<file path="src/dlpm_pkg.sv">
// Shared types, constants and helper functions of the delay-line phase modulator.
// Used by every module of the block but the checker; depends on nothing else.
`default_nettype none

package dlpm_pkg;

  // Configuration register indexes.
  typedef enum logic [2:0] {
    CFG_FM_MODE   = 3'd0,
    CFG_ROUTING   = 3'd1,
    CFG_MOD_DEPTH = 3'd2,
    CFG_MOD_GAIN  = 3'd3,
    CFG_CAR_GAIN  = 3'd4,
    CFG_DRY_WET   = 3'd5,
    CFG_CAR_STEP  = 3'd6,
    CFG_MOD_STEP  = 3'd7
  } cfg_idx_e;

  // Modulation modes; the fourth code behaves like feedback mode.
  localparam logic [1:0] MODE_PHASE  = 2'd0;
  localparam logic [1:0] MODE_RING   = 2'd1;
  localparam logic [1:0] MODE_FB     = 2'd2;
  localparam logic [1:0] MODE_FB_ALT = 2'd3;

  // Carrier/modulator routing codes.
  localparam logic [1:0] ROUTE_MAIN_MAIN = 2'd0;
  localparam logic [1:0] ROUTE_SIDE_MAIN = 2'd1;
  localparam logic [1:0] ROUTE_SIDE_SIDE = 2'd2;
  localparam logic [1:0] ROUTE_MAIN_SIDE = 2'd3;

  // Fade gate phases; both upper codes mean open.
  localparam logic [1:0] PH_SILENT = 2'd0;
  localparam logic [1:0] PH_RAMP   = 2'd1;

  localparam logic signed [15:0] ACT_LIMIT = 16'sd16;
  localparam int unsigned        LEVEL_ONE = 65536;
  localparam int unsigned        DECAY_Q16 = 65077;
  localparam int                 FB_CLIP   = 24576;

  localparam logic [15:0] QSINE [65] = '{
    16'd0, 16'd804, 16'd1608, 16'd2411, 16'd3212, 16'd4011, 16'd4808, 16'd5602,
    16'd6393, 16'd7180, 16'd7962, 16'd8740, 16'd9512, 16'd10279, 16'd11039,
    16'd11793, 16'd12540, 16'd13279, 16'd14010, 16'd14733, 16'd15447, 16'd16151,
    16'd16846, 16'd17531, 16'd18205, 16'd18868, 16'd19520, 16'd20160, 16'd20788,
    16'd21403, 16'd22006, 16'd22595, 16'd23170, 16'd23732, 16'd24279, 16'd24812,
    16'd25330, 16'd25833, 16'd26320, 16'd26791, 16'd27246, 16'd27684, 16'd28106,
    16'd28511, 16'd28899, 16'd29269, 16'd29622, 16'd29957, 16'd30274, 16'd30572,
    16'd30853, 16'd31114, 16'd31357, 16'd31581, 16'd31786, 16'd31972, 16'd32138,
    16'd32286, 16'd32413, 16'd32522, 16'd32610, 16'd32679, 16'd32729, 16'd32758,
    16'd32768
  };

  typedef struct packed {
    logic [1:0]  fm_mode;
    logic [1:0]  routing;
    logic [15:0] mod_depth;
    logic [15:0] mod_gain;
    logic [15:0] car_gain;
    logic [8:0]  dry_wet;
    logic [17:0] car_step;
    logic [17:0] mod_step;
  } cfg_t;

  // One classified input item as it travels from front to back.
  typedef struct packed {
    logic               ch;
    logic signed [15:0] raw_car;
    logic signed [15:0] raw_mod;
    logic               car_act;
  } item_t;

  typedef struct packed {
    logic [1:0]  phase;
    logic [16:0] level;
    logic [12:0] cnt;
  } gate_t;

  typedef struct packed {
    gate_t       st;
    logic [16:0] gain;
  } gate_res_t;

  typedef enum logic [3:0] {
    B_IDLE, B_GAIN, B_CAR, B_STORE, B_MOD, B_RING, B_OFF, B_POS,
    B_RED, B_RDA, B_RDB, B_INT1, B_INT2, B_MIX1, B_MIX2, B_OUT
  } bst_e;

  // One sample step of a fade gate.
  function automatic gate_res_t gate_tick(gate_t s, logic act, logic [17:0] step,
                                          logic [12:0] quiet);
    gate_res_t   r;
    logic [18:0] sum;
    logic [12:0] cnt1;
    r    = '{st: s, gain: '0};
    sum  = {2'b00, s.level} + {1'b0, step};
    cnt1 = s.cnt + 13'd1;
    case (s.phase)
      PH_SILENT: begin
        if (act) begin
          r.st.phase = PH_RAMP;
          r.st.level = '0;
          r.st.cnt   = '0;
        end
      end
      PH_RAMP: begin
        if (!act) begin
          r.st = '0;
        end else if (sum >= 19'(LEVEL_ONE)) begin
          r.st.level = 17'(LEVEL_ONE);
          r.st.phase = 2'd2;
          r.st.cnt   = '0;
          r.gain     = 17'(LEVEL_ONE);
        end else begin
          r.st.level = sum[16:0];
          r.gain     = sum[16:0];
        end
      end
      default: begin
        r.gain = 17'(LEVEL_ONE);
        if (act) begin
          r.st.cnt = '0;
        end else if (cnt1 >= quiet) begin
          r.st = '0;
        end else begin
          r.st.cnt = cnt1;
        end
      end
    endcase
    return r;
  endfunction

  // Equal-power mix gain for a position of 0 to 256, Q1.15.
  function automatic logic [16:0] mix_gain(logic [8:0] p);
    logic [6:0]  i;
    logic [1:0]  f;
    logic [15:0] d;
    logic [17:0] t;
    i = p[8:2];
    f = p[1:0];
    if (i >= 7'd64) begin
      return 17'd32768;
    end
    d = QSINE[7'(i + 7'd1)] - QSINE[i];
    t = 18'(d) * 18'(f) + 18'd2;
    return 17'(QSINE[i]) + 17'(t[17:2]);
  endfunction

endpackage

`default_nettype wire

</file>
<file path="src/dlpm_front.sv">
// Front end: accepts input beats, picks carrier and modulator and classifies them.
// Depends on dlpm_pkg.
`default_nettype none

module dlpm_front #(
  parameter int CHANNELS = 2
) (
  input  wire logic             s_axis_tvalid,
  output logic                  s_axis_tready,
  input  wire logic [39:0]      s_axis_tdata,   // channel, main_sample, side_sample
  input  wire logic [1:0]       routing_i,
  output logic                  push_valid_o,
  input  wire logic             push_ready_i,
  output dlpm_pkg::item_t       push_item_o
);
  import dlpm_pkg::*;

  logic               chan;
  logic signed [15:0] main_s;
  logic signed [15:0] side_s;
  logic signed [15:0] car_s;
  logic signed [15:0] mod_s;

  always_comb begin
    chan   = s_axis_tdata[0];
    main_s = s_axis_tdata[16:1];
    side_s = s_axis_tdata[32:17];
    car_s  = (routing_i == ROUTE_SIDE_MAIN || routing_i == ROUTE_SIDE_SIDE) ? side_s : main_s;
    mod_s  = (routing_i == ROUTE_SIDE_SIDE || routing_i == ROUTE_MAIN_SIDE) ? side_s : main_s;
    // An out-of-range channel folds onto the last one.
    push_item_o.ch      = (32'(chan) >= CHANNELS) ? 1'(CHANNELS - 1) : chan;
    push_item_o.raw_car = car_s;
    push_item_o.raw_mod = mod_s;
    push_item_o.car_act = (car_s > ACT_LIMIT) || (car_s < -ACT_LIMIT);
  end

  assign push_valid_o  = s_axis_tvalid;
  assign s_axis_tready = push_ready_i;

endmodule

`default_nettype wire

</file>
<file path="config.mk">
export PLATFORM = sky130hd
export DESIGN_NAME = dlpm_front
export DESIGN_NICKNAME = d
export VERILOG_FILES = /design/src/dlpm_pkg.sv /design/src/dlpm_front.sv
export SDC_FILE = /design/constraint.sdc
export NUM_CORES = 1
export LEC_CHECK = 0
export ABC_AREA = 1
export BUFFER_PORTS_ARGS = -buffer_cell sky130_fd_sc_hd__buf_2
export CAP_MARGIN = 10
export CORE_MARGIN = 3
export CORE_UTILIZATION = 30
export DETAILED_ROUTE_END_ITERATION = 10
export MAX_ROUTING_LAYER = met4
export PLACE_DENSITY = 0.78
export SLEW_MARGIN = 20
export SYNTH_ARGS = -nofsm -noshare
export SYNTH_HDL_FRONTEND = slang
export SYNTH_SLANG_ARGS = --single-unit
</file>
<file path="constraint.sdc">
create_clock -name vclk -period 2.9
set_clock_uncertainty 0.15 [all_clocks]
set_input_delay 0.87 -clock vclk [all_inputs]
set_output_delay 0.87 -clock vclk [all_outputs]
set_load 0.01 [all_outputs]
</file>
Word level (Yosys, flattened, before mapping)
Index checks and enable logic that the tools add are counted.

operators by class
  order comparisons = 2
  reductions and logical operators = 3
  muxes and demuxes = 2
  equal/unequal tests = 3

operators with widths
  cell                   count
  $mux W16               2
  $gt A16 B6 Y1 const B  1
  $lt A16 B5 Y1 const B  1
  $eq A2 B2 Y1 const B   2
  $logic_or A1 B1 Y1     3
  $eq A2 B1 Y1 const B   1

word-level totals
  input port bits = 44
  output and inout port bits = 36
  word-level logic and storage cells = 10
  register bits = 0

Logic depth before layout (Yosys ltp)
  depth after elaboration = 5
  gate-level depth with buffers = 13
  gate-level depth less buffers = 11

Least setup slack after synthesis
Ideal clock, no wire load.

  path kind = in2out
  from = in routing_i[0]
  to = out push_item_o[0] in the netlist's numbering
  setup slack = -189 ps
  buffers on the path = 2
  stages on the path = 9
  data required time = 1880 ps
  data arrival time = 2069 ps
  path through = inv_1 ha_1 buf_6 buf_6 o21ai_1 nor2_1 nand2_1 nor2_1 nor2_1

RTL lines
  element          line              source
  start, declared  dlpm_front.sv:11  input wire logic [1:0] routing_i,
  end, declared    dlpm_front.sv:14  output dlpm_pkg::item_t push_item_o

==> metrics.md <==
| Metric | Value |
|---|---|
| Initial DRC count | 10 |
| Critical path class | in -> out |
| IO Pins | 80 |
| Antenna Cells | 0 |
| Arr. time, crit path | 2.16 ns |
| Least-Margin Pin Slew | 0.174 ns |
| Setup ws final | -0.278 ns |
| Highest Signal Layer | met3 |
| Placed Area | 1110 µm² |
| Layout Cell Area excl Fill | 1420 µm² |
| Via density | 4.56 |
| # DRC | 0 |
| Final setup fails | 20 |
| Hold Crit Class | in -> out |
| # port buffers | 67 |
| Fillers | 199 |
| Clock Buffer Count | 0 |
| Leak Pwr | 0.000811 µW |
| Met2 wire length | 1.42 mm |
| Min Tclk post-route | 3.18 ns |
| Yosys warns | 0 |
| RSZ-0062 raised after global routing | yes |
| Met3 Wirelength | 173 µm |
| Final Non-Filler Cells | 239 |
| Synthesis-to-finish area growth | 118% |
| CP Data Required Time | 1.88 ns |
| # nets final | 260 |
| Failing checks | negative setup slack |
| Row Count | 16 |
| Largest cells by area after synthesis | nand2_1, inv_1, mux2_2 |
| Worst Setup EP | push_item_o[0] |
| Drt pass-1 iters | 4 |
| Leading area contributor after synthesis | nand2_1 |
| Met1 wire length | 1.15 mm |
| Core region area | 2000 µm² |
| Vias in the first global route | 986 |
| First-pass GRT wire length | 4.25 mm |
| Post-synthesis sequential area ratio | 0% |
| Die W | 52.7 µm |
| Peak supply drop | 0.146 mV |
| Initial antenna violation count | 0 |
| Vias | 1091 |
| Placed cells | 229 |
| Starting density of the core | 32.6% |
| Share of cells above drive strength 1 | 60.4% |
| Final Hold Viols | 0 |
| Status | complete, but fails checks |
| Power per Cell Area | 237 nW/µm² |
| Fmax | 315 MHz |
| Die H | 52.7 µm |
| Die ar. | 2770 µm² |
| Worst Setup Start Kind | input pin |
| DRT Wirelength | 2.74 mm |
| Synth Cell Area | 653 µm² |
| Sequential cell count | 0 |
| DRT antenna net count | 0 |
| Grt ovf | 0 |
| Slew margin rel. | 88.4% |
| Worst-path maximum fanout | 8 |
| Gr usage total | 20.2% |
| Cell variety after synth | 18 |
| Register area | 0 µm² |
| Top cell type's share of synthesized area | 33.9% |
| Syn_area_per_cell | 4.84 µm² |
| Tcrit/Tclk final | 110% |
| Footprint of the multi-input gates | 654 µm² |
| Routed len/inst | 11.5 µm |
| Crit end category | output port |
| Largest net degree at the start of global routing | 16 |
| Final slew viol count | 0 |
| DPL Wire Length | 1.80 mm |
| Number of max-cap violations | 0 |
| Placer Congestion | 0.741 |
| Worst Setup SP | routing_i[1] |
| Total power | 337 µW |
| CTS Hold Bufs | 0 |
| Syn Nets | 181 |
| Mapped Cells | 135 |
-- worst max-delay path: stages --
cell and delay (ns):
buf_6 0.11, ha_4 0.29, buf_12 0.16, nand2_2 0.09
o21a_1 0.13, nand2_1 0.05, nor2_1 0.10, nand2_1 0.06
nor2_1 0.12, nor2_2 0.05, buf_2 0.13
-- layer usage --
layer	vias up	track usage, %
met1	482	23.8
met3	0	1.14
met5	-	-
met4	0	0
met2	41	39.5
li1	568	-
-- area by class of cell --
type,count,share of cell area (%)
Inverter,21,6.43
Multi-Input combinational cell,105,46.0
Tap cell,27,2.38
Timing Repair Buffer,86,45.2
-- placed cells by master, fill, tap and decap left out, types with 5 or more instances in the layout --
cell | synthesis | final
buf_2 | 1 | 58
nand2_1 | 59 | 43
inv_1 | 20 | 16
buf_6 | 3 | 15
nand2_2 | 0 | 14
nor2_1 | 13 | 10
o21ai_1 | 6 | 8
o21ai_2 | 3 | 7
buf_4 | 4 | 7
mux2_4 | 0 | 5
-- cells in the mapped netlist --
cell type	count
nor2_2	1
inv_1	20
mux2_2	5
a21oi_1	1
o21ai_1	6
inv_4	1
buf_6	3
nor2_1	13
ha_1	2
o21ai_0	11
buf_2	1
nand3_1	1
buf_4	4
o21ai_2	3
o21a_1	1
nand4_1	2
clkbuf_1	1
nand2_1	59
-- cells by family (layout without fill, tap and decap cells) --
kind of cell | count (synthesis) | in the layout | synth area share, %
compound gates | 22 | 22 | 19.0
fa+ha+maj | 2 | 2 | 3.83
buf+inv | 30 | 107 | 23.6
mux | 5 | 5 | 8.62
simple gates | 76 | 76 | 45.0
-- power by group --
group	internal [µW]	total [µW]	switching, µW
logic	171	337	166
registers	0	0	0
clock network	0	0	0
-- timing repair --
item | CTS | global route
setup buffers | 3 | 2
pin swaps | 7 | 6
endpoints found under the setup margin | 19 | 21
gates cloned | 5 | 0
resized for setup | 41 | 21
-- how the worst min path moves through the flow --
stage                          startpoint         endpoint  cells past startpoint
final                     s_axis_tdata[0]  push_item_o[33]                      0
after CTS                    push_ready_i    s_axis_tready                      0
after detailed placement     push_ready_i    s_axis_tready                      0
after global placement       push_ready_i    s_axis_tready                      0
after global routing        s_axis_tvalid     push_valid_o                      0
after floorplan           s_axis_tdata[0]  push_item_o[33]                      1
-- metrics by stage --
stage / utilization, % / TNS [ns] / hold WS (ns) / setup slack (ns)
floorplan: - / -0.0889 / 1.68 / -0.0889
global placement: 55.4 / -0.864 / 1.59 / -0.305
detailed placement: 55.4 / -1.10 / 1.59 / -0.317
CTS: 67.4 / -1.39 / 1.59 / -0.261
global route: 71.0 / -3.72 / 1.59 / -0.381
finish: 71.0 / -2.45 / 1.59 / -0.278
Note: power is estimated with default switching activity, not from simulation.
