<file path="src/dlpm_pkg.sv">
// Shared types, constants and helper functions of the delay-line phase modulator.
// Used by every module of the block but the checker; depends on nothing else.
`default_nettype none

package dlpm_pkg;

  // Configuration register indexes.
  typedef enum logic [2:0] {
    CFG_FM_MODE   = 3'd0,
    CFG_ROUTING   = 3'd1,
    CFG_MOD_DEPTH = 3'd2,
    CFG_MOD_GAIN  = 3'd3,
    CFG_CAR_GAIN  = 3'd4,
    CFG_DRY_WET   = 3'd5,
    CFG_CAR_STEP  = 3'd6,
    CFG_MOD_STEP  = 3'd7
  } cfg_idx_e;

  // Modulation modes; the fourth code behaves like feedback mode.
  localparam logic [1:0] MODE_PHASE  = 2'd0;
  localparam logic [1:0] MODE_RING   = 2'd1;
  localparam logic [1:0] MODE_FB     = 2'd2;
  localparam logic [1:0] MODE_FB_ALT = 2'd3;

  // Carrier/modulator routing codes.
  localparam logic [1:0] ROUTE_MAIN_MAIN = 2'd0;
  localparam logic [1:0] ROUTE_SIDE_MAIN = 2'd1;
  localparam logic [1:0] ROUTE_SIDE_SIDE = 2'd2;
  localparam logic [1:0] ROUTE_MAIN_SIDE = 2'd3;

  // Fade gate phases; both upper codes mean open.
  localparam logic [1:0] PH_SILENT = 2'd0;
  localparam logic [1:0] PH_RAMP   = 2'd1;

  localparam logic signed [15:0] ACT_LIMIT = 16'sd16;
  localparam int unsigned        LEVEL_ONE = 65536;
  localparam int unsigned        DECAY_Q16 = 65077;
  localparam int                 FB_CLIP   = 24576;

  localparam logic [15:0] QSINE [65] = '{
    16'd0, 16'd804, 16'd1608, 16'd2411, 16'd3212, 16'd4011, 16'd4808, 16'd5602,
    16'd6393, 16'd7180, 16'd7962, 16'd8740, 16'd9512, 16'd10279, 16'd11039,
    16'd11793, 16'd12540, 16'd13279, 16'd14010, 16'd14733, 16'd15447, 16'd16151,
    16'd16846, 16'd17531, 16'd18205, 16'd18868, 16'd19520, 16'd20160, 16'd20788,
    16'd21403, 16'd22006, 16'd22595, 16'd23170, 16'd23732, 16'd24279, 16'd24812,
    16'd25330, 16'd25833, 16'd26320, 16'd26791, 16'd27246, 16'd27684, 16'd28106,
    16'd28511, 16'd28899, 16'd29269, 16'd29622, 16'd29957, 16'd30274, 16'd30572,
    16'd30853, 16'd31114, 16'd31357, 16'd31581, 16'd31786, 16'd31972, 16'd32138,
    16'd32286, 16'd32413, 16'd32522, 16'd32610, 16'd32679, 16'd32729, 16'd32758,
    16'd32768
  };

  typedef struct packed {
    logic [1:0]  fm_mode;
    logic [1:0]  routing;
    logic [15:0] mod_depth;
    logic [15:0] mod_gain;
    logic [15:0] car_gain;
    logic [8:0]  dry_wet;
    logic [17:0] car_step;
    logic [17:0] mod_step;
  } cfg_t;

  // One classified input item as it travels from front to back.
  typedef struct packed {
    logic               ch;
    logic signed [15:0] raw_car;
    logic signed [15:0] raw_mod;
    logic               car_act;
  } item_t;

  typedef struct packed {
    logic [1:0]  phase;
    logic [16:0] level;
    logic [12:0] cnt;
  } gate_t;

  typedef struct packed {
    gate_t       st;
    logic [16:0] gain;
  } gate_res_t;

  typedef enum logic [3:0] {
    B_IDLE, B_GAIN, B_CAR, B_STORE, B_MOD, B_RING, B_OFF, B_POS,
    B_RED, B_RDA, B_RDB, B_INT1, B_INT2, B_MIX1, B_MIX2, B_OUT
  } bst_e;

  // One sample step of a fade gate.
  function automatic gate_res_t gate_tick(gate_t s, logic act, logic [17:0] step,
                                          logic [12:0] quiet);
    gate_res_t   r;
    logic [18:0] sum;
    logic [12:0] cnt1;
    r    = '{st: s, gain: '0};
    sum  = {2'b00, s.level} + {1'b0, step};
    cnt1 = s.cnt + 13'd1;
    case (s.phase)
      PH_SILENT: begin
        if (act) begin
          r.st.phase = PH_RAMP;
          r.st.level = '0;
          r.st.cnt   = '0;
        end
      end
      PH_RAMP: begin
        if (!act) begin
          r.st = '0;
        end else if (sum >= 19'(LEVEL_ONE)) begin
          r.st.level = 17'(LEVEL_ONE);
          r.st.phase = 2'd2;
          r.st.cnt   = '0;
          r.gain     = 17'(LEVEL_ONE);
        end else begin
          r.st.level = sum[16:0];
          r.gain     = sum[16:0];
        end
      end
      default: begin
        r.gain = 17'(LEVEL_ONE);
        if (act) begin
          r.st.cnt = '0;
        end else if (cnt1 >= quiet) begin
          r.st = '0;
        end else begin
          r.st.cnt = cnt1;
        end
      end
    endcase
    return r;
  endfunction

  // Equal-power mix gain for a position of 0 to 256, Q1.15.
  function automatic logic [16:0] mix_gain(logic [8:0] p);
    logic [6:0]  i;
    logic [1:0]  f;
    logic [15:0] d;
    logic [17:0] t;
    i = p[8:2];
    f = p[1:0];
    if (i >= 7'd64) begin
      return 17'd32768;
    end
    d = QSINE[7'(i + 7'd1)] - QSINE[i];
    t = 18'(d) * 18'(f) + 18'd2;
    return 17'(QSINE[i]) + 17'(t[17:2]);
  endfunction

endpackage

`default_nettype wire

</file>
<file path="src/dlpm_fifo.sv">
// Two-entry queue of classified items between front and back.
// Depends on dlpm_pkg.
`default_nettype none

module dlpm_fifo (
  input  wire logic            clk_i,
  input  wire logic            rst_ni,
  input  wire logic            push_i,
  input  wire dlpm_pkg::item_t push_item_i,
  output logic                 full_o,
  output logic                 valid_o,
  input  wire logic            pop_i,
  output dlpm_pkg::item_t      pop_item_o
);
  import dlpm_pkg::*;

  item_t      data_q [2];
  logic       wr_q, rd_q;
  logic [1:0] cnt_q;
  logic       do_push, do_pop;

  assign full_o     = (cnt_q == 2'd2);
  assign valid_o    = (cnt_q != 2'd0);
  assign pop_item_o = data_q[rd_q];
  assign do_push    = push_i && !full_o;
  assign do_pop     = pop_i && valid_o;

  always_ff @(posedge clk_i or negedge rst_ni) begin
    if (!rst_ni) begin
      wr_q  <= 1'b0;
      rd_q  <= 1'b0;
      cnt_q <= 2'd0;
    end else begin
      if (do_push) wr_q <= ~wr_q;
      if (do_pop)  rd_q <= ~rd_q;
      cnt_q <= cnt_q + 2'(do_push) - 2'(do_pop);
    end
  end

  always_ff @(posedge clk_i) begin
    if (do_push) data_q[wr_q] <= push_item_i;
  end

endmodule

`default_nettype wire

</file>
<file path="config.mk">
export PLATFORM = sky130hd
export DESIGN_NAME = dlpm_fifo
export DESIGN_NICKNAME = d
export VERILOG_FILES = /design/src/dlpm_pkg.sv /design/src/dlpm_fifo.sv
export SDC_FILE = /design/constraint.sdc
export NUM_CORES = 1
export LEC_CHECK = 0
export ABC_AREA = 1
export BUFFER_PORTS_ARGS = -buffer_cell sky130_fd_sc_hd__buf_2
export CORE_UTILIZATION = 53
export DETAILED_ROUTE_END_ITERATION = 8
export PLACE_DENSITY = 0.8
export SLEW_MARGIN = 20
export SYNTH_ARGS = -nofsm -noshare
export SYNTH_HDL_FRONTEND = slang
export SYNTH_SLANG_ARGS = --single-unit
</file>
<file path="constraint.sdc">
create_clock -name clk_i -period 5.6 [get_ports clk_i]
set_input_delay 0.28 -clock clk_i [delete_from_list [all_inputs] [get_ports clk_i]]
set_output_delay 0.28 -clock clk_i [all_outputs]
set_load 0.005 [all_outputs]
</file>
# Yosys cells after proc, flatten, opt, wreduce, memory -nomap -nowiden
# Memory sizes are Yosys's and may differ from the RTL's.
# Index checks and enable logic that the tools add are counted.
# classes
n_bitwise	2
eq_ne	1
mux	2
add_sub_neg	2
n_reduce_logical	4
# op_table
op	count
2-bit by 1-bit adder with 2-bit output	1
2-bit equality test (second input constant)	1
1-bit logical AND	2
1-bit 2-to-1 mux	2
1-bit NOT	2
2-bit nonzero test	1
2-bit by 1-bit subtractor with 2-bit output	1
1-bit logical NOT	1
# totals
regBits	4
mem_count	1
wordCells	15
ram_bits	68
out_inout_bits	36
inputBits	38
# memory_table
name	depth	width	read_ports	rd_clocked_by_memory_dff	write_ports	line	source
data_q	2	34	1	0	1	dlpm_fifo.sv:17	item_t data_q [2];

# Depth between registers and ports, before layout
# depth
ltp_word	5
ltp_mapped	10
ltp_nobuf	10

# Worst setup path after synthesis
# OpenSTA, ideal clock, no wires.
# synth_timing
path_type	reg-to-reg
start	register cnt_q[1]
end	memory data_q[1][0] (netlist bit) (enable)
slack_ns	3.181
synth_period_minus_slack_ns	2.419
setup_ns	0.425
arrival_ns	1.994
stages_incl_launch_ff	4
n_path_buf	0
required_time_ns	5.175
path_cell_list	dfrtp_1 > nand2_1 > nand2_1 > nor2_1
# synth_between
elab_chain_cells	5
# synth_lines
item	line	source
start: declaration	dlpm_fifo.sv:19	logic [1:0] cnt_q;
start signal: assignment	dlpm_fifo.sv:36	cnt_q <= cnt_q + 2'(do_push) - 2'(do_pop);
2-bit equality test	dlpm_fifo.sv:22	assign full_o = (cnt_q == 2'd2);
1-bit logical NOT	dlpm_fifo.sv:25	assign do_push = push_i && !full_o;
1-bit logical AND	dlpm_fifo.sv:25	
1-bit 2-to-1 mux	dlpm_fifo.sv:41	if (do_push) data_q[wr_q] <= push_item_i;
1-bit 2-to-1 mux (not written as such)	dlpm_fifo.sv:41	
end: declaration	dlpm_fifo.sv:17	
# Every way passes these cells.

==> summary.md <==
| Metric | Value |
|---|---|
| Status | complete, no violations |
| HP Class | primary input to register |
| CTS max path bufs | 2 |
| Area of the multi-input gates | 508 um^2 |
| Crit path buffers/inverters | 3 |
| Initial antenna violation count | 0 |
| Syn avg cell area | 13.2 um^2 |
| Leak | 0.00148 uW |
| Placeable core area | 4880 um^2 |
| Post-route cell area | 3320 um^2 |
| Layout Nets | 330 |
| Fin Setup TNS | 0 ns |
| Die ar. | 5510 um^2 |
| # fillers | 373 |
| GR Util met2 | 0.285 |
| Root Buffer Master | clkbuf_8 |
| Die Height | 74.2 um |
| Cell Area, Placed | 3160 um^2 |
| Logic gate share of total power | 0.308 |
| Most used flip-flop cell after synthesis | edfxtp_1 |
| H-Tree Depth | 3 |
| Synth area leader | edfxtp_1 |
| Final Non-Filler Cells | 362 |
| Worst setup EP type | output port |
| Largest cells by area after synthesis | edfxtp_1 (74%), nand2_1 (14%), dfrtp_1 (3.6%) |
| Max Clock Skew | 0.00395 ns |
| Global Route met3 Usage | 0.0664 |
| Final Max Slew Viols | 0 |
| Critical Path RT | 5.32 ns |
| Fin crit period | 2.13 ns |
| # hold bufs at CTS | 1 |
| Vias | 1728 |
| DP Cell Count | 345 |
| Max Fanout on Critical Path | 35 |
| Most frequent CP cell | nand2_1 |
| Ant. Diodes | 0 |
| EDFF count, synth | 68 |
| Synth Register Bits | 72 |
| Slew @ Worst Pin | 0.934 ns |
| Final setup margin | 3.47 ns |
| Critical path, cell by cell | buf_4 > inv_8 > nand2_1 > nand2_1 > buf_2 |
| CP arrival | 1.85 ns |
| Synthesized Nets | 250 |
| DRT antenna net count | 0 |
| CTS tree | yes |
| Largest net degree at the start of global routing | 36 |
| P per Cell Area | 484 nW/um^2 |
| # setup viols final | 0 |
| Reg clk slew, reported paths | 0.07 ns |
| Crit-path leading delay family | flip-flops |
| Die span in x | 74.2 um |
| CTS buffer count | 9 |
| Drc violations | 0 |
| CP peak stage delay | 0.72 ns |
| Worst r2r src | cnt_q[0] |
| Crit path kind | register to output port |
| Fin. Hold Viols | 0 |
| F_max | 0.471 GHz |
| 1st-pass router iterations | 4 |
| Post-CTS sizing | 0 |
| Post-synth ARST share | 0.0556 |
| Synthesis-to-finish area growth | 20.3% |
| Most numerous cell in the Yosys netlist | nand2_1 |
| Vias per std cell | 4.77 |
| Startpoint types | register |
| Placer Congestion | 0.736 |
| Yosys warning total | 0 |
| Switching Power | 529 uW |
| Gr busiest metal | met2 |
| Rows | 25 |
| Post-place setup slack | 3.78 ns |
| Vias in the first global route | 1551 |
| Cells after synthesis | 210 |
| Max_cap viols | 0 |
| Post-CTS setup repair buffer count | 0 |
| Final worst path period share | 0.379 |
| Initial DRC count | 123 |
| RSZ-0062 raised after global routing | false |
| Design Power | 1610 uW |
| Sequential Area | 2140 um^2 |
| Clock power share | 0.202 |
| Slowest CP cell | dfrtp_1 |
| Later-pin clock latency in the skew report | 0.33 ns |
| Unique masters post-synth | 12 |
| Flop pwr share | 0.490 |
| Max VDD drop | 0.000266 V |
| Synth Cell Area | 2760 um^2 |
| Initial cell density of the core | 0.566 |
| Layout cell share with drive strength beyond 1 | 0.332 |
| Post-DR wirelength/cell | 12.4 um |
| Switching share of power | 0.329 |
| I/O pin count | 74 |
| Hpwl dp | 2970 um |
| P_int | 1080 uW |
| Gr usage total | 0.177 |
| Post-synth top cells | nand2_1 (105), edfxtp_1 (68), nand2_2 (10) |
| First-pass GRT wire length | 6710 um |
| Met1 usage | 0.211 |
| Relative slew slack | 0.376 |
| Hold path start | push_item_i[19] |
| Critical Path Start | rd_q |
| Post-synthesis sequential area ratio | 0.775 |
| I/O Buffers | 73 |
| Final wirelength | 4470 um |
| Clock sink count | 72 |
| Global route overflow | 0 |
| Top cell type's share of synthesized area | 0.739 |
[stage by stage]
stage                     utilization  hold slack [ns]
after global routing            0.681            0.118
after floorplan                     -          -0.0156
after CTS                       0.681            0.121
after detailed placement        0.647           0.0918
final                           0.681            0.135
after global placement          0.647           0.0894
[power groups by stage]
stage	Clock (uW)	Sequential, uW	Combinational (uW)
after floorplan	0	777	349
after global placement	0	792	490
after detailed placement	0	799	503
after CTS	331	787	505
after global routing	352	799	563
final	325	788	495
[sequential cells by signal, indices dropped and copies added, names as in the netlist]
name and count:
wr_q 1, data_q 68, cnt_q 2, rd_q 1
[area by class of cell]
type | count | area share
timing repair buffer | 76 | 0.117
sequential | 72 | 0.644
clock inverter | 5 | 0.00715
inverter | 10 | 0.0135
clock buffer | 11 | 0.0395
tap | 67 | 0.0252
multi-input combinational | 121 | 0.153
[cell usage in the layout, fill, tap and decap left out]
cell type      instances
inv_1                  9
nor2_4                 1
nand2_1              105
clkbuf_1               2
edfxtp_1              68
nand3_1                3
clkinvlp_4             1
dfrtp_1                4
clkinv_1               3
buf_2                 73
inv_8                  1
buf_4                  2
clkinv_2               1
dlygate4sd3_1          1
nand2_2               10
ha_1                   2
clkbuf_8               9
[metal layers]
metal / share of wire / wire length (um) / vias to the layer above
met4: 0.015 / 66 / 0
li1: - / - / 856
met2: 0.48 / 2140 / 69
met3: 0.076 / 341 / 8
met5: 0 / 0 / -
met1: 0.43 / 1930 / 795
[kinds of logic after synthesis]
logic type / synth area share
buf+inv: 0.0439
flops: 0.775
fa+ha+maj: 0.00905
simple gates: 0.172
[worst paths after layout]
check | endpoint | slack, ns | cells past startpoint
worst max-delay path | pop_item_o[0] | 3.47 | 5
worst min-delay path | data_q[1][19] | 0.13 | 1
worst max register to register | data_q[1][32] | 3.82 | 4
worst min register to register | wr_q | 0.48 | 2
max in group asynchronous | cnt_q[1] | 5.20 | 2
min in group asynchronous | cnt_q[0] | 0.28 | 2
[worst register-to-register path, delay by kind of cell, from the launching register on]
kind	cells	cell delay [ns]
flip-flops	1	0.37
buffers and inverters	1	0.06
AND/OR/NAND/NOR	3	0.96
Note: power is estimated with default switching activity, not from simulation.
